`config.mk`:
```
export PLATFORM = sky130hd
export DESIGN_NAME = laser_scan_landmark_clustering
export DESIGN_NICKNAME = d
export VERILOG_FILES = /design/src/rtl/lslc_pkg.sv /design/src/rtl/lslc_ctrl.sv /design/src/rtl/lslc_dp.sv /design/src/rtl/laser_scan_landmark_clustering.sv
export SDC_FILE = /design/constraint.sdc
export NUM_CORES = 2
export LEC_CHECK = 0
export BUFFER_PORTS_ARGS = -buffer_cell sky130_fd_sc_hd__buf_4
export CAP_MARGIN = 20
export CORE_MARGIN = 5
export CORE_UTILIZATION = 45
export CTS_CLUSTER_DIAMETER = 150
export CTS_CLUSTER_SIZE = 20
export DETAILED_ROUTE_END_ITERATION = 12
export GPL_TIMING_DRIVEN = 0
export SYNTH_ARGS = -nofsm -noshare
export SYNTH_HDL_FRONTEND = slang
export SYNTH_HIERARCHICAL = 1
export SYNTH_SLANG_ARGS = --single-unit
export TNS_END_PERCENT = 1
```
`constraint.sdc`:
```
create_clock -name clk -period 12.5 [get_ports clk]
set_clock_uncertainty 0.1 [all_clocks]
set_input_delay 0.625 -clock clk [delete_from_list [all_inputs] [get_ports clk]]
set_output_delay 0.625 -clock clk [all_outputs]
set_load 0.01 [all_outputs]
```
`src/rtl/lslc_pkg.sv`:
```
// ----------------------------------------------------------------------------
// lslc_pkg
// Shared types, constants and the arctangent table for the scan clustering
// block.
// ----------------------------------------------------------------------------
`default_nettype none
package lslc_pkg;

  localparam int MAX_BEAMS   = 4096;
  localparam int IDX_W       = 13;
  localparam int CORDIC_N    = 18;
  localparam int DIV_N       = 32;
  localparam int ITER_W      = 5;
  localparam int XY_W        = 36;
  localparam int Z_W         = 26;
  localparam int PT_W        = 18;
  localparam int SUM_W       = 31;
  localparam int SQ_W        = 38;
  localparam int RT_W        = 37;
  localparam int OUT_DATA_W  = 88;
  localparam logic [15:0] INV_GAIN = 16'd39797;

  // configuration register indexes
  localparam logic [2:0] REG_RANGE_MIN = 3'd0;
  localparam logic [2:0] REG_RANGE_MAX = 3'd1;
  localparam logic [2:0] REG_ANG_START = 3'd2;
  localparam logic [2:0] REG_ANG_STEP  = 3'd3;
  localparam logic [2:0] REG_BEAM_LIM  = 3'd4;
  localparam logic [2:0] REG_OFFSET_X  = 3'd5;
  localparam logic [2:0] REG_OFFSET_Y  = 3'd6;
  localparam logic [2:0] REG_GAP       = 3'd7;

  typedef enum logic [2:0] {
    MUL_NONE,
    MUL_DX,
    MUL_DY,
    MUL_GAP,
    MUL_CX,
    MUL_CY
  } mul_sel_t;

  typedef struct packed {
    logic              accept;
    logic              rot_init;
    logic              step;
    logic              vec;
    logic              vinit;
    logic              pt;
    mul_sel_t          mul;
    logic              cmp;
    logic              grow;
    logic              start;
    logic              clear;
    logic              div_init;
    logic              div_step;
    logic              out_load;
    logic              last;
    logic [ITER_W-1:0] iter;
  } cmd_t;

  typedef struct packed {
    logic keep;
    logic eos;
    logic open;
    logic near;
    logic out_free;
  } status_t;

  function automatic logic [21:0] atan_f(input logic [ITER_W-1:0] i);
    logic [21:0] v;
    unique case (i)
      5'd0:    v = 22'd2097152;
      5'd1:    v = 22'd1238021;
      5'd2:    v = 22'd654136;
      5'd3:    v = 22'd332050;
      5'd4:    v = 22'd166669;
      5'd5:    v = 22'd83416;
      5'd6:    v = 22'd41718;
      5'd7:    v = 22'd20860;
      5'd8:    v = 22'd10430;
      5'd9:    v = 22'd5215;
      5'd10:   v = 22'd2608;
      5'd11:   v = 22'd1304;
      5'd12:   v = 22'd652;
      5'd13:   v = 22'd326;
      5'd14:   v = 22'd163;
      5'd15:   v = 22'd81;
      5'd16:   v = 22'd41;
      5'd17:   v = 22'd20;
      default: v = 22'd0;
    endcase
    return v;
  endfunction

endpackage
`default_nettype wire

```
`src/rtl/lslc_ctrl.sv`:
```
// ----------------------------------------------------------------------------
// lslc_ctrl
// Sequencer: walks each beam through point conversion, neighbour test and
// cluster update, and runs the centroid, range and bearing steps on emit.
// ----------------------------------------------------------------------------
`default_nettype none
module lslc_ctrl (
  input  wire logic             clk,
  input  wire logic             rst_n,
  input  wire logic             in_tvalid,
  output logic                  in_tready,
  input  wire lslc_pkg::status_t sts,
  output lslc_pkg::cmd_t         cmd
);

  typedef enum logic [4:0] {
    S_IDLE, S_CHECK, S_ROT_INIT, S_ROT, S_PT, S_D1, S_D2, S_D3, S_CMP,
    S_DECIDE, S_JOIN, S_START, S_EOS, S_DIV_INIT, S_DIV, S_SQ1, S_SQ2,
    S_VINIT, S_VEC, S_OUT
  } state_t;

  state_t                        state_r, state_nxt;
  logic [lslc_pkg::ITER_W-1:0]   cnt_r, cnt_nxt;
  logic                          last_r, last_nxt;

  always_comb begin
    state_nxt = state_r;
    cnt_nxt   = cnt_r;
    last_nxt  = last_r;
    cmd       = '0;
    cmd.mul   = lslc_pkg::MUL_NONE;
    cmd.iter  = cnt_r;
    cmd.last  = last_r;
    unique case (state_r)
      S_IDLE: begin
        cmd.accept = 1'b1;
        if (in_tvalid) state_nxt = S_CHECK;
      end
      S_CHECK:    state_nxt = sts.keep ? S_ROT_INIT : S_EOS;
      S_ROT_INIT: begin
        cmd.rot_init = 1'b1;
        cnt_nxt      = '0;
        state_nxt    = S_ROT;
      end
      S_ROT: begin
        cmd.step = 1'b1;
        cnt_nxt  = cnt_r + 1'b1;
        if (cnt_r == lslc_pkg::ITER_W'(lslc_pkg::CORDIC_N - 1)) begin
          cnt_nxt   = '0;
          state_nxt = S_PT;
        end
      end
      S_PT: begin
        cmd.pt    = 1'b1;
        state_nxt = sts.open ? S_D1 : S_START;
      end
      S_D1: begin
        cmd.mul   = lslc_pkg::MUL_DX;
        state_nxt = S_D2;
      end
      S_D2: begin
        cmd.mul   = lslc_pkg::MUL_DY;
        state_nxt = S_D3;
      end
      S_D3: begin
        cmd.mul   = lslc_pkg::MUL_GAP;
        state_nxt = S_CMP;
      end
      S_CMP: begin
        cmd.cmp   = 1'b1;
        state_nxt = S_DECIDE;
      end
      S_DECIDE: begin
        if (sts.near) begin
          state_nxt = S_JOIN;
        end else begin
          last_nxt  = 1'b0;
          state_nxt = S_DIV_INIT;
        end
      end
      S_JOIN: begin
        cmd.grow  = 1'b1;
        state_nxt = S_EOS;
      end
      S_START: begin
        cmd.start = 1'b1;
        state_nxt = S_EOS;
      end
      S_EOS: begin
        if (sts.eos && sts.open) begin
          last_nxt  = 1'b1;
          state_nxt = S_DIV_INIT;
        end else begin
          cmd.clear = sts.eos;
          state_nxt = S_IDLE;
        end
      end
      S_DIV_INIT: begin
        cmd.div_init = 1'b1;
        cnt_nxt      = '0;
        state_nxt    = S_DIV;
      end
      S_DIV: begin
        cmd.div_step = 1'b1;
        cnt_nxt      = cnt_r + 1'b1;
        if (cnt_r == lslc_pkg::ITER_W'(lslc_pkg::DIV_N - 1)) begin
          cnt_nxt   = '0;
          state_nxt = S_SQ1;
        end
      end
      S_SQ1: begin
        cmd.mul   = lslc_pkg::MUL_CX;
        state_nxt = S_SQ2;
      end
      S_SQ2: begin
        cmd.mul   = lslc_pkg::MUL_CY;
        state_nxt = S_VINIT;
      end
      S_VINIT: begin
        cmd.vinit = 1'b1;
        cnt_nxt   = '0;
        state_nxt = S_VEC;
      end
      S_VEC: begin
        cmd.step = 1'b1;
        cmd.vec  = 1'b1;
        cnt_nxt  = cnt_r + 1'b1;
        if (cnt_r == lslc_pkg::ITER_W'(lslc_pkg::CORDIC_N - 1)) begin
          cnt_nxt   = '0;
          state_nxt = S_OUT;
        end
      end
      S_OUT: begin
        if (sts.out_free) begin
          cmd.out_load = 1'b1;
          if (last_r) begin
            cmd.clear = 1'b1;
            state_nxt = S_IDLE;
          end else begin
            state_nxt = S_START;
          end
        end
      end
      default: state_nxt = S_IDLE;
    endcase
  end

  assign in_tready = (state_r == S_IDLE);

  always_ff @(posedge clk) begin
    if (!rst_n) begin
      state_r <= S_IDLE;
      cnt_r   <= '0;
      last_r  <= 1'b0;
    end else begin
      state_r <= state_nxt;
      cnt_r   <= cnt_nxt;
      last_r  <= last_nxt;
    end
  end

endmodule
`default_nettype wire

```
`src/rtl/lslc_dp.sv`:
```
// ----------------------------------------------------------------------------
// lslc_dp
// Datapath: settings, beam counter, shared CORDIC, shared multiplier,
// centroid dividers, square root and the output register.
// ----------------------------------------------------------------------------
`default_nettype none
module lslc_dp (
  input  wire logic                           clk,
  input  wire logic                           rst_n,
  input  wire logic                           cfg_valid,
  input  wire logic [2:0]                     cfg_index,
  input  wire logic [15:0]                    cfg_data,
  input  wire logic                           in_tvalid,
  input  wire logic [15:0]                    in_tdata,
  input  wire logic                           in_tlast,
  output logic                                out_tvalid,
  input  wire logic                           out_tready,
  output logic [lslc_pkg::OUT_DATA_W-1:0]     out_tdata,
  output logic                                out_tlast,
  input  wire lslc_pkg::cmd_t                 cmd,
  output lslc_pkg::status_t                   sts
);

  // settings
  logic [15:0]        rmin_r, rmax_r, ang0_r, gap_r;
  logic [11:0]        astep_r;
  logic [12:0]        blim_r;
  logic signed [15:0] offx_r, offy_r;

  always_ff @(posedge clk) begin
    if (!rst_n) begin
      rmin_r  <= 16'd100;
      rmax_r  <= 16'd30000;
      ang0_r  <= 16'd0;
      astep_r <= 12'd64;
      blim_r  <= 13'd4096;
      offx_r  <= 16'sd0;
      offy_r  <= 16'sd0;
      gap_r   <= 16'd100;
    end else if (cfg_valid) begin
      unique case (cfg_index)
        lslc_pkg::REG_RANGE_MIN: rmin_r  <= cfg_data;
        lslc_pkg::REG_RANGE_MAX: rmax_r  <= cfg_data;
        lslc_pkg::REG_ANG_START: ang0_r  <= cfg_data;
        lslc_pkg::REG_ANG_STEP:  astep_r <= cfg_data[11:0];
        lslc_pkg::REG_BEAM_LIM:  blim_r  <= cfg_data[12:0];
        lslc_pkg::REG_OFFSET_X:  offx_r  <= signed'(cfg_data);
        lslc_pkg::REG_OFFSET_Y:  offy_r  <= signed'(cfg_data);
        lslc_pkg::REG_GAP:       gap_r   <= cfg_data;
        default: ;
      endcase
    end
  end

  // beam intake
  logic [lslc_pkg::IDX_W-1:0] idx_r;
  logic [15:0]                rng_r, ang_r;
  logic                       eos_r, keep_r;
  logic                       take;
  logic [24:0]                ang_prod;
  logic                       idx_ok;

  assign take     = cmd.accept && in_tvalid;
  assign ang_prod = astep_r * idx_r;
  assign idx_ok   = (idx_r < lslc_pkg::IDX_W'(lslc_pkg::MAX_BEAMS));

  always_ff @(posedge clk) begin
    if (!rst_n) begin
      idx_r  <= '0;
      keep_r <= 1'b0;
      eos_r  <= 1'b0;
    end else if (take) begin
      keep_r <= idx_ok && (idx_r < blim_r) && (in_tdata > rmin_r) && (in_tdata < rmax_r);
      eos_r  <= in_tlast;
      if (in_tlast)    idx_r <= '0;
      else if (idx_ok) idx_r <= idx_r + 1'b1;
    end
  end

  always_ff @(posedge clk) begin
    if (take) begin
      rng_r <= in_tdata;
      ang_r <= ang0_r + ang_prod[15:0];
    end
  end

  // shared CORDIC, rotation for the beam point, vectoring for the bearing
  logic signed [lslc_pkg::XY_W-1:0] cx_r, cy_r, xs, ys, x0, vx0, vy0;
  logic signed [lslc_pkg::Z_W-1:0]  cz_r, at;
  logic [31:0]                      rprod;
  logic [15:0]                      afold, aplus;
  logic                             d_neg;
  logic [17:0]                      cen_x, cen_y;

  assign rprod = rng_r * lslc_pkg::INV_GAIN;
  assign x0    = signed'({4'b0, rprod});
  assign aplus = ang_r + 16'd16384;
  assign afold = aplus[15] ? (ang_r + 16'd32768) : ang_r;
  assign xs    = cx_r >>> cmd.iter;
  assign ys    = cy_r >>> cmd.iter;
  assign at    = signed'({4'b0, lslc_pkg::atan_f(cmd.iter)});
  assign d_neg = cmd.vec ? (cy_r > 0) : cz_r[lslc_pkg::Z_W-1];
  assign vx0   = signed'({{6{cen_x[17]}}, cen_x, 12'b0});
  assign vy0   = signed'({{6{cen_y[17]}}, cen_y, 12'b0});

  always_ff @(posedge clk) begin
    if (cmd.rot_init) begin
      cx_r <= aplus[15] ? -x0 : x0;
      cy_r <= '0;
      cz_r <= signed'({{2{afold[15]}}, afold, 8'b0});
    end else if (cmd.vinit) begin
      cx_r <= cen_x[17] ? -vx0 : vx0;
      cy_r <= cen_x[17] ? -vy0 : vy0;
      cz_r <= cen_x[17] ? signed'(lslc_pkg::Z_W'(24'h800000)) : '0;
    end else if (cmd.step) begin
      if (d_neg) begin
        cx_r <= cx_r + ys;
        cy_r <= cy_r - xs;
        cz_r <= cz_r + at;
      end else begin
        cx_r <= cx_r - ys;
        cy_r <= cy_r + xs;
        cz_r <= cz_r - at;
      end
    end
  end

  // point in robot frame
  logic signed [lslc_pkg::PT_W-1:0] px_r, py_r, prev_x_r, prev_y_r;
  logic signed [lslc_pkg::XY_W-1:0] xr, yr;

  assign xr = (cx_r + lslc_pkg::XY_W'(32768)) >>> 16;
  assign yr = (cy_r + lslc_pkg::XY_W'(32768)) >>> 16;

  always_ff @(posedge clk) begin
    if (cmd.pt) begin
      px_r <= xr[lslc_pkg::PT_W-1:0] + lslc_pkg::PT_W'(offx_r);
      py_r <= yr[lslc_pkg::PT_W-1:0] + lslc_pkg::PT_W'(offy_r);
    end
  end

  // shared multiplier
  logic signed [18:0]                ma;
  logic signed [lslc_pkg::SQ_W-1:0]  prod;
  logic [lslc_pkg::SQ_W-1:0]         sq_a_r, sq_b_r, sq_g_r;
  logic                              near_r;

  always_comb begin
    unique case (cmd.mul)
      lslc_pkg::MUL_DX:  ma = 19'(px_r) - 19'(prev_x_r);
      lslc_pkg::MUL_DY:  ma = 19'(py_r) - 19'(prev_y_r);
      lslc_pkg::MUL_GAP: ma = signed'({3'b0, gap_r});
      lslc_pkg::MUL_CX:  ma = signed'({cen_x[17], cen_x});
      lslc_pkg::MUL_CY:  ma = signed'({cen_y[17], cen_y});
      default:           ma = '0;
    endcase
  end

  assign prod = ma * ma;

  always_ff @(posedge clk) begin
    unique case (cmd.mul)
      lslc_pkg::MUL_DX, lslc_pkg::MUL_CX: sq_a_r <= prod;
      lslc_pkg::MUL_DY, lslc_pkg::MUL_CY: sq_b_r <= prod;
      lslc_pkg::MUL_GAP:                  sq_g_r <= prod;
      default: ;
    endcase
    if (cmd.cmp) near_r <= ({1'b0, sq_a_r} + {1'b0, sq_b_r}) <= {1'b0, sq_g_r};
  end

  // cluster accumulators
  logic signed [lslc_pkg::SUM_W-1:0] sum_x_r, sum_y_r;
  logic [lslc_pkg::IDX_W-1:0]        size_r;
  logic                              open_r;

  always_ff @(posedge clk) begin
    if (!rst_n) begin
      open_r <= 1'b0;
      size_r <= '0;
    end else if (cmd.start) begin
      open_r <= 1'b1;
      size_r <= lslc_pkg::IDX_W'(1);
    end else if (cmd.grow) begin
      size_r <= size_r + 1'b1;
    end else if (cmd.clear) begin
      open_r <= 1'b0;
      size_r <= '0;
    end
  end

  always_ff @(posedge clk) begin
    if (cmd.start) begin
      sum_x_r  <= lslc_pkg::SUM_W'(px_r);
      sum_y_r  <= lslc_pkg::SUM_W'(py_r);
      prev_x_r <= px_r;
      prev_y_r <= py_r;
    end else if (cmd.grow) begin
      sum_x_r  <= sum_x_r + lslc_pkg::SUM_W'(px_r);
      sum_y_r  <= sum_y_r + lslc_pkg::SUM_W'(py_r);
      prev_x_r <= px_r;
      prev_y_r <= py_r;
    end
  end

  // centroid: restoring division of |sum| + size/2 by size, one bit a cycle
  logic [31:0]                nx_r, ny_r;
  logic [lslc_pkg::IDX_W-1:0] rx_r, ry_r;
  logic                       sgx_r, sgy_r;
  logic [31:0]                magx, magy, negx, negy;
  logic [lslc_pkg::IDX_W:0]   remx2, remy2;
  logic                       gex, gey;

  assign magx  = sum_x_r[lslc_pkg::SUM_W-1] ? 32'(-sum_x_r) : 32'(sum_x_r);
  assign magy  = sum_y_r[lslc_pkg::SUM_W-1] ? 32'(-sum_y_r) : 32'(sum_y_r);
  assign remx2 = {rx_r, nx_r[31]};
  assign remy2 = {ry_r, ny_r[31]};
  assign gex   = remx2 >= {1'b0, size_r};
  assign gey   = remy2 >= {1'b0, size_r};
  assign negx  = 32'd0 - nx_r;
  assign negy  = 32'd0 - ny_r;
  assign cen_x = sgx_r ? negx[17:0] : nx_r[17:0];
  assign cen_y = sgy_r ? negy[17:0] : ny_r[17:0];

  always_ff @(posedge clk) begin
    if (cmd.div_init) begin
      nx_r  <= magx + 32'(size_r >> 1);
      ny_r  <= magy + 32'(size_r >> 1);
      rx_r  <= '0;
      ry_r  <= '0;
      sgx_r <= sum_x_r[lslc_pkg::SUM_W-1];
      sgy_r <= sum_y_r[lslc_pkg::SUM_W-1];
    end else if (cmd.div_step) begin
      rx_r <= gex ? lslc_pkg::IDX_W'(remx2 - {1'b0, size_r}) : remx2[lslc_pkg::IDX_W-1:0];
      ry_r <= gey ? lslc_pkg::IDX_W'(remy2 - {1'b0, size_r}) : remy2[lslc_pkg::IDX_W-1:0];
      nx_r <= {nx_r[30:0], gex};
      ny_r <= {ny_r[30:0], gey};
    end
  end

  // range: digit-by-digit square root, run alongside the vectoring pass
  logic [lslc_pkg::RT_W-1:0] rem_r, q_r, bit_r, trial, q_up;
  logic                      zero_r;

  assign trial = q_r + bit_r;
  assign q_up  = (rem_r > q_r) ? q_r + 1'b1 : q_r;

  always_ff @(posedge clk) begin
    if (cmd.vinit) begin
      rem_r  <= lslc_pkg::RT_W'(sq_a_r) + lslc_pkg::RT_W'(sq_b_r);
      q_r    <= '0;
      bit_r  <= lslc_pkg::RT_W'(1) << 34;
      zero_r <= (cen_x == '0) && (cen_y == '0);
    end else if (cmd.step && cmd.vec) begin
      if (rem_r >= trial) begin
        rem_r <= rem_r - trial;
        q_r   <= (q_r >> 1) + bit_r;
      end else begin
        q_r   <= q_r >> 1;
      end
      bit_r <= bit_r >> 2;
    end
  end

  // output register
  logic                              ovalid_r;
  logic [lslc_pkg::OUT_DATA_W-1:0]   odata_r;
  logic                              olast_r;
  logic [16:0]                       range_v;
  logic [lslc_pkg::Z_W-1:0]          zr;
  logic [15:0]                       bear_v;

  assign range_v = (q_up > lslc_pkg::RT_W'(131071)) ? 17'd131071 : q_up[16:0];
  assign zr      = cz_r + lslc_pkg::Z_W'(128);
  assign bear_v  = zero_r ? 16'd0 : zr[23:8];

  always_ff @(posedge clk) begin
    if (!rst_n) begin
      ovalid_r <= 1'b0;
    end else if (cmd.out_load) begin
      ovalid_r <= 1'b1;
    end else if (out_tready) begin
      ovalid_r <= 1'b0;
    end
  end

  always_ff @(posedge clk) begin
    if (cmd.out_load) begin
      odata_r <= {6'b0, size_r, bear_v, range_v, cen_y, cen_x};
      olast_r <= cmd.last;
    end
  end

  assign out_tvalid   = ovalid_r;
  assign out_tdata    = odata_r;
  assign out_tlast    = olast_r;

  assign sts.keep     = keep_r;
  assign sts.eos      = eos_r;
  assign sts.open     = open_r;
  assign sts.near     = near_r;
  assign sts.out_free = !ovalid_r;

endmodule
`default_nettype wire

```
`src/rtl/laser_scan_landmark_clustering.sv`:
```
// ----------------------------------------------------------------------------
// laser_scan_landmark_clustering
// Converts beam ranges to points and groups neighbouring points into
// landmarks, reporting centroid, range, bearing and point count.
// ----------------------------------------------------------------------------
// a discarded beam skips the CORDIC; a kept beam opens a cluster or first
// runs the neighbour test (18 CORDIC steps, one shared multiplier); a landmark
// adds a 32-step centroid division, then 18 vectoring steps with the root,
// and waits for the result word to leave; a break at scan end emits two
// landmarks for the one beam; one beam in flight
// synchronous reset restores the default settings and an empty cluster
`default_nettype none
module laser_scan_landmark_clustering (
  input  wire logic        clk,
  input  wire logic        rst_n,
  input  wire logic        cfg_valid,
  output logic             cfg_ready,
  input  wire logic [2:0]  cfg_index,
  input  wire logic [15:0] cfg_data,
  input  wire logic        in_tvalid,
  output logic             in_tready,
  input  wire logic [15:0] in_tdata,   // [15:0] beam_range_mm
  input  wire logic        in_tlast,   // end_of_scan
  output logic             out_tvalid,
  input  wire logic        out_tready,
  // [17:0] centroid_x_mm, [35:18] centroid_y_mm, [52:36] landmark_range_mm,
  // [68:53] landmark_bearing, [81:69] point_count, [87:82] zero
  output logic [87:0]      out_tdata,
  output logic             out_tlast   // last_of_scan
);

  lslc_pkg::cmd_t    cmd;
  lslc_pkg::status_t sts;

  assign cfg_ready = 1'b1;

  lslc_ctrl u_ctrl (
    .clk       (clk),
    .rst_n     (rst_n),
    .in_tvalid (in_tvalid),
    .in_tready (in_tready),
    .sts       (sts),
    .cmd       (cmd)
  );

  lslc_dp u_dp (
    .clk        (clk),
    .rst_n      (rst_n),
    .cfg_valid  (cfg_valid),
    .cfg_index  (cfg_index),
    .cfg_data   (cfg_data),
    .in_tvalid  (in_tvalid),
    .in_tdata   (in_tdata),
    .in_tlast   (in_tlast),
    .out_tvalid (out_tvalid),
    .out_tready (out_tready),
    .out_tdata  (out_tdata),
    .out_tlast  (out_tlast),
    .cmd        (cmd),
    .sts        (sts)
  );

  // one beam at a time
  a_one_beam: assert property (@(posedge clk) disable iff (!rst_n)
    in_tvalid && in_tready |=> !in_tready)
    else $error("beam taken while previous beam still in work");

  a_count_nonzero: assert property (@(posedge clk) disable iff (!rst_n)
    out_tvalid |-> (out_tdata[81:69] != 13'd0))
    else $error("landmark with no points");

  a_origin_bearing: assert property (@(posedge clk) disable iff (!rst_n)
    out_tvalid && (out_tdata[17:0] == 18'd0) && (out_tdata[35:18] == 18'd0)
      |-> (out_tdata[68:53] == 16'd0))
    else $error("nonzero bearing for centroid at origin");

endmodule
`default_nettype wire

```
=== After elaboration in Yosys (flattened, before gate mapping) ===
Memory sizes are Yosys's and may differ from the RTL's. A register that Yosys moved wholly into a read port is not among the register bits.
Cells that the tools add are included.

* Bits in registers: 809
* Memory bits (read-only): 704
* Bits of input ports: 41
* Output and inout port bits: 92
* Word-level logic and storage cells: 276
* Memories: 1

* Add/sub/neg operators: 38
* Multipliers: 3
* Magnitude comparators: 11
* Equality and inequality tests: 41
* Shift operators: 2
* Muxes and demuxes: 88
* Bitwise logic cells: 1
* Reduce and logical (&&, ||, !) cells: 43

{| class="wikitable"
|+ Memory list
! name !! words !! bits a word !! rd ports !! clocked after memory_dff !! wr ports !! line !! source
|-
| (name not given) || 32 || 22 || 1 || 1 || 0 || lslc_pkg.sv:71 || <nowiki>unique case (i)</nowiki>
|}

{| class="wikitable"
|+ Operator list
! operator !! count
|-
| 36-bit two-way mux || 10
|-
| 32-bit two-way mux || 6
|-
| 37-bit two-way mux || 5
|-
| 31-bit two-way mux || 4
|-
| 18-bit two-way mux || 6
|-
| 26-bit two-way mux || 4
|-
| 19-bit case mux with 5 select lines || 1
|-
| 5-bit case mux with 19 select lines || 1
|-
| 13-bit two-way mux || 6
|-
| 36-bit adder || 2
|-
| 30-bit negator with 36-bit output || 2
|-
| 36-bit by 5-bit >>> shifter with 36-bit output || 2
|-
| 36-bit subtractor || 2
|-
| 34-bit by 17-bit adder with 34-bit output, second input constant || 2
|-
| 32-bit by 12-bit adder with 32-bit output || 2
|-
| 31-bit negator with 32-bit output || 2
|-
| 31-bit by 18-bit adder with 31-bit output || 2
|-
| 5-bit two-way mux || 9
|-
| 5-bit by 4-bit == test with 1-bit output, second input constant || 8
|-
| 38-bit by 38-bit adder with 39-bit output || 1
|-
| 39-bit by 38-bit <= comparator with 1-bit output || 1
|-
| 19-bit by 19-bit multiplier with 38-bit output || 1
|-
| 18-bit by 18-bit subtractor with 19-bit output || 2
|-
| 36-bit by 35-bit adder with 37-bit output || 1
|-
| 56 further kinds || 145
|}

=== Longest topological paths before layout ===
* Word-level depth: 7
* Gate-level depth with buffers: 44
* Gate-level depth less buffers: 43

=== Cells and area by module ===
The synthesis kept the hierarchy.

{| class="wikitable"
|+ Modules (own cells, without submodules)
! module !! instances !! cells an instance !! area each (sq um) !! sequential area each (sq um)
|-
| lslc_dp || 1 || 9288 || 84025.6 || 21110.2
|-
| lslc_ctrl || 1 || 148 || 1043.5 || 220.2
|-
| laser_scan_landmark_clustering || 1 || 2 || 11.3 || 0.0
|}

=== Least setup slack after synthesis ===
No wires, ideal clock.

* Kind: reg2reg
* From: register u_ctrl.state_r[0]
* To: register u_dp/sq_a_r[37] (netlist name) (data pin)
* Library setup time: 0.269 ns
* Arrival time: 9.828 ns
* Data required time: 12.131 ns
* Setup slack: 2.303 ns
* Cell stages (with the launch flop): 37
* Buffers on the path: 8
* Clock period less this slack: 10.197 ns
* Cells stage by stage: dfxtp_1 buf_2 buf_2 buf_1 nor3_1 a31oi_1 nor2_1 clkbuf_1 and2_1 clkbuf_1 clkbuf_1 a222oi_1 o21ai_0 clkbuf_1 clkbuf_1 nand2_1 fa_1 inv_1 fa_1 fa_1 fa_1 inv_1 fa_1 inv_1 fa_1 ha_1 ha_1 a21o_1 a221o_1 a211oi_1 o21ai_0 a31oi_1 a21oi_1 a41oi_1 o21ai_0 a21oi_1 xnor2_1

{| class="wikitable"
|+ RTL lines
! element !! line !! source
|-
| from (decl) || lslc_ctrl.sv:22 || <nowiki>state_t state_r, state_nxt;</nowiki>
|-
| from (signal assigned) || lslc_ctrl.sv:156 || <nowiki>state_r <= state_nxt;</nowiki>
|-
| to (signal assigned) || lslc_dp.sv:163 || <nowiki>lslc_pkg::MUL_DX, lslc_pkg::MUL_CX: sq_a_r <= prod;</nowiki>
|-
| to (decl) || lslc_dp.sv:145 || <nowiki>logic [lslc_pkg::SQ_W-1:0] sq_a_r, sq_b_r, sq_g_r;</nowiki>
|}

=== Final worst setup path ===
* From: register u_dp.nx_r[0]
* To: register u_dp/sq_g_r[34] (netlist name) (data pin)

* Longest elaborated chain between the ends: 4

{| class="wikitable"
|+ Ends and longest elaborated chain
! element !! line !! source
|-
| from (decl) || lslc_dp.sv:206 || <nowiki>logic [31:0] nx_r, ny_r;</nowiki>
|-
| from (signal assigned) || lslc_dp.sv:226 || <nowiki>nx_r <= magx + 32'(size_r >> 1);</nowiki>
|-
| from (signal assigned) || lslc_dp.sv:235 || <nowiki>nx_r <= {nx_r[30:0], gex};</nowiki>
|-
| 1-bit by 18-bit subtractor with 18-bit output || lslc_dp.sv:219 || <nowiki>assign negx = 32'd0 - nx_r;</nowiki>
|-
| 18-bit two-way mux || lslc_dp.sv:221 || <nowiki>assign cen_x = sgx_r ? negx[17:0] : nx_r[17:0];</nowiki>
|-
| via u_dp.cen_x[14] || lslc_dp.sv:93 || <nowiki>logic [17:0] cen_x, cen_y;</nowiki>
|-
| 19-bit case mux with 5 select lines || lslc_dp.sv:149 || <nowiki>unique case (cmd.mul)</nowiki>
|-
| 19-bit by 19-bit multiplier with 38-bit output || lslc_dp.sv:159 || <nowiki>assign prod = ma * ma;</nowiki>
|-
| via u_dp.prod, one bit || lslc_dp.sv:144 || <nowiki>logic signed [lslc_pkg::SQ_W-1:0] prod;</nowiki>
|-
| to (signal assigned) || lslc_dp.sv:165 || <nowiki>lslc_pkg::MUL_GAP: sq_g_r <= prod;</nowiki>
|-
| to (decl) || lslc_dp.sv:145 ||
|}

The timed path passes the listed nets, and every way through them passes these cells.
A chain may end at the register's enable or synchronous reset.

==> summary.md <==
| Metric | Value |
|---|---|
| Status | completed |
| Clock Sinks | 806 |
| Pin count of the biggest net entering global routing | 65 |
| Post-synthesis mux area share | 5.07% |
| Crit-path most repeated cell | fa_1 |
| Hold slack final | 0.0820 ns |
| Clock buffer count from CTS | 49 |
| Synth Cell Area | 0.0851 sq mm |
| Die Span Y | 445 microns |
| P&R area growth vs syn | 7.21% |
| Final Cycle Share | 96.7% |
| Post-synthesis adder-cell area fraction | 24.6% |
| Final period demand of the worst path | 12.08 ns |
| # setup viols final | 0 |
| Gr usage total | 30.0% |
| First-iteration detailed-routing DRC count | 7234 |
| CTS tree | built |
| CTS Root Cell | clkbuf_16 |
| Wire per inst | 25.0 microns |
| Port Buf Inserts | 111 |
| Clock Pin Slew Worst Setup and Hold Paths | 0.09 ns |
| Routed metal-1 wire length | 136000 microns |
| Cells after Synth | 9438 |
| Main combinational cell family by area after synthesis | adder cells |
| Synth area leaders | edfxtp_1, fa_1, ha_1 |
| Max Cap Viol | 0 |
| Top FF cell, synth | edfxtp_1 |
| Sequential area share after synthesis | 25.1% |
| Final hold violation count | 0 |
| Req. time, crit path | 12.81 ns |
| Ports | 133 |
| Site Rows | 159 |
| Core area | 0.188 sq mm |
| FF+latch count, synth | 806 |
| Die ar. | 0.198 sq mm |
| Nets | 11000 |
| Die W | 445 microns |
| Distinct cells, synth | 104 |
| Worst path max stage delay | 0.77 ns |
| Hold Path Class | in -> reg |
| Vias in the first global route | 69800 |
| DRT Wirelength | 305000 microns |
| # DRC | 0 |
| Drt first pass iters | 6 |
| Slowest cell on crit path | a221oi_1 |
| Pin slew with the least headroom to its limit | 1.25 ns |
| First-pass GRT wire length | 451000 microns |
| Leading area contributor after synthesis | edfxtp_1 |
| Initial antenna violation count | 14 |
| Synth top area share | 18.3% |
| Util after Layout | 48.5% |
| Worst-path fanout max | 10 |
| DP HPWL | 247000 microns |
| H-tree lvl count | 2 |
| Initial Util | 45.3% |
| Simple logic cell fraction of the synthesized area | 14.7% |
| Post-synth EDFFs | 519 |
| Fin cells | 12200 |
| Layout cell share with drive strength beyond 1 | 6.20% |
| Ys Warns | 6 |
| Max_slew headroom | 16.8% |
| Routed length on met2 | 130000 microns |
| Avg Cell Area, Syn | 9.01 sq um |
| Clock latency on the worst-skew pair | 0.74 ns |
| Post-synth ARST share | 0% |
| Kind of critical path | reg -> reg |
| Max Slew Vio Count | 0 |
| RSZ-0062 raised after global routing | no |
| Achievable Freq | 82.8 MHz |
| Cts hold-fix bufs | 0 |
| Vias per inst | 5.92 |
| Clock tree buffer depth | 3 |
| Worst Setup End Kind | flip-flop |
| GR Overflow Total | 0 |
| Max layer used | met5 |
| GPL Wtd Cong | 1.01 |
| Via count | 72100 |
| Dpl cells | 12100 |
| Detail Route Antenna Nets | 0 |
| Worst endpoint data arrival time | 12.39 ns |
| Compound-Gate Fraction of Synth Area | 16.2% |
| Post-Synth XOR/XNOR Area | 7.80% |
| Worst setup SP type | flip-flop |
| Met3 routed WL | 24600 microns |
placed cells by master, fill, tap and decap left out, types with 22 or more instances in the layout:
| cell | n |
|---|---|
| or3_1 | 49 |
| dfxtp_1 | 287 |
| a21oi_1 | 559 |
| buf_4 | 150 |
| inv_1 | 1015 |
| a21boi_0 | 136 |
| o22ai_1 | 33 |
| nor4_1 | 49 |
| o21bai_1 | 80 |
| o21a_1 | 74 |
| mux4_2 | 101 |
| nor2_1 | 625 |
| o211ai_1 | 57 |
| nand2b_1 | 102 |
| and3_1 | 66 |
| a211oi_1 | 128 |
| a221oi_1 | 22 |
| mux2i_1 | 96 |
| mux2_2 | 96 |
| fa_1 | 541 |
| clkbuf_1 | 309 |
| nor3_1 | 139 |
| buf_1 | 40 |
| and2_1 | 106 |
| clkbuf_16 | 49 |
| xnor2_1 | 499 |
| or2_2 | 32 |
| nor2b_1 | 102 |
| a21o_1 | 190 |
| a31oi_1 | 83 |
| o31ai_1 | 66 |
| o21ai_0 | 436 |
| buf_2 | 48 |
| nand4_1 | 76 |
| nand2_1 | 1033 |
| xor2_1 | 255 |
| nand3_1 | 167 |
| edfxtp_1 | 519 |
| ha_1 | 807 |
logic make-up (layout without fill, tap and decap cells):
family | after synthesis | count (layout)
AOI/OAI and AO/OA | 2134 | 2134
DFF | 806 | 806
and+or+nand+nor | 2668 | 2668
adders and majority gates | 1349 | 1349
other | 2 | 16
muxes | 293 | 293
xor gates and xnor gates | 758 | 758
buffers and inverters | 1428 | 1665
cell usage after synthesis, drive strengths merged, types with 167 or more instances:
master / count
nand2: 1036
ha: 807
xor2: 256
edfxtp: 519
a21oi: 565
inv: 1017
nand3: 167
o21ai: 448
clkbuf: 289
a21o: 190
xnor2: 502
fa: 542
dfxtp: 287
nor2: 626
metal layers:
layer	vias up	global-route usage [%]
li1	33300	-
met5	-	0
met3	472	4.91
met4	4	11.9
met2	2921	45.6
met1	35500	42.9
through the flow:
stage | instance area (sq um) | TNS [ns] | setup WS (ns)
after floorplan | 85100 | 0 | 2.30
after global placement | 89100 | -80.00 | -2.26
after detailed placement | 89500 | -1.10 | -0.284
after CTS | 91100 | 0 | 0.0308
after global routing | 91200 | 0 | 0.0308
final | 91200 | 0 | 0.418
sequential cells by signal, summed over array words and instances (netlist names), 26 cells and up:
name and flops:
u_dp/cy_r 36, u_dp/ny_r 32, u_dp/sq_b_r 37, u_dp/rem_r 37, u_dp/cz_r 26, u_dp/q_r 37
u_dp/sq_a_r 37, u_dp/nx_r 32, u_dp/sum_x_r 31, u_dp/cx_r 36, u_dp/out_tdata 82, u_dp/sq_g_r 37
u_dp/sum_y_r 31
worst paths after layout:
path,startpoint,end,slack [ns],depth (start not counted)
setup / recovery,u_dp/nx_r[0],u_dp/sq_g_r[34],0.42,35
hold / removal,in_tdata[6],u_dp/rng_r[6],0.08,1
setup reg to reg,u_dp/nx_r[0],u_dp/sq_g_r[34],0.42,35
hold reg to reg,u_dp/cz_r[4],u_dp/cz_r[4],0.36,2
critical path: cells and delay by family (launching register included):
| family | cells | cell delay [ns] |
|---|---|---|
| compound gates | 11 | 3.34 |
| xor+xnor | 2 | 0.95 |
| fa+ha+maj | 9 | 4.02 |
| buf+inv | 6 | 1.13 |
| flops | 1 | 0.64 |
| simple gates | 7 | 1.55 |
area by class of cell:
type	count	area, sq um
fill	18000	96800
multi-input combinational	7209	58300
sequential	806	21300
inverter	1021	3830
tap	2495	3120
buffer	406	1730
clock buffer	81	1350
timing repair buffer	148	1330
clock inverter	9	170
antenna	9	22.5
repair_timing:
item	CTS	global route
setup endpoints to repair	9	18
pin swaps	0	1
resized for setup	3	24
setup buffers	0	2
gates cloned	0	0
Power is not shown: default switching activity piles up to over one toggle a cycle in this logic, so the estimate is an artifact.
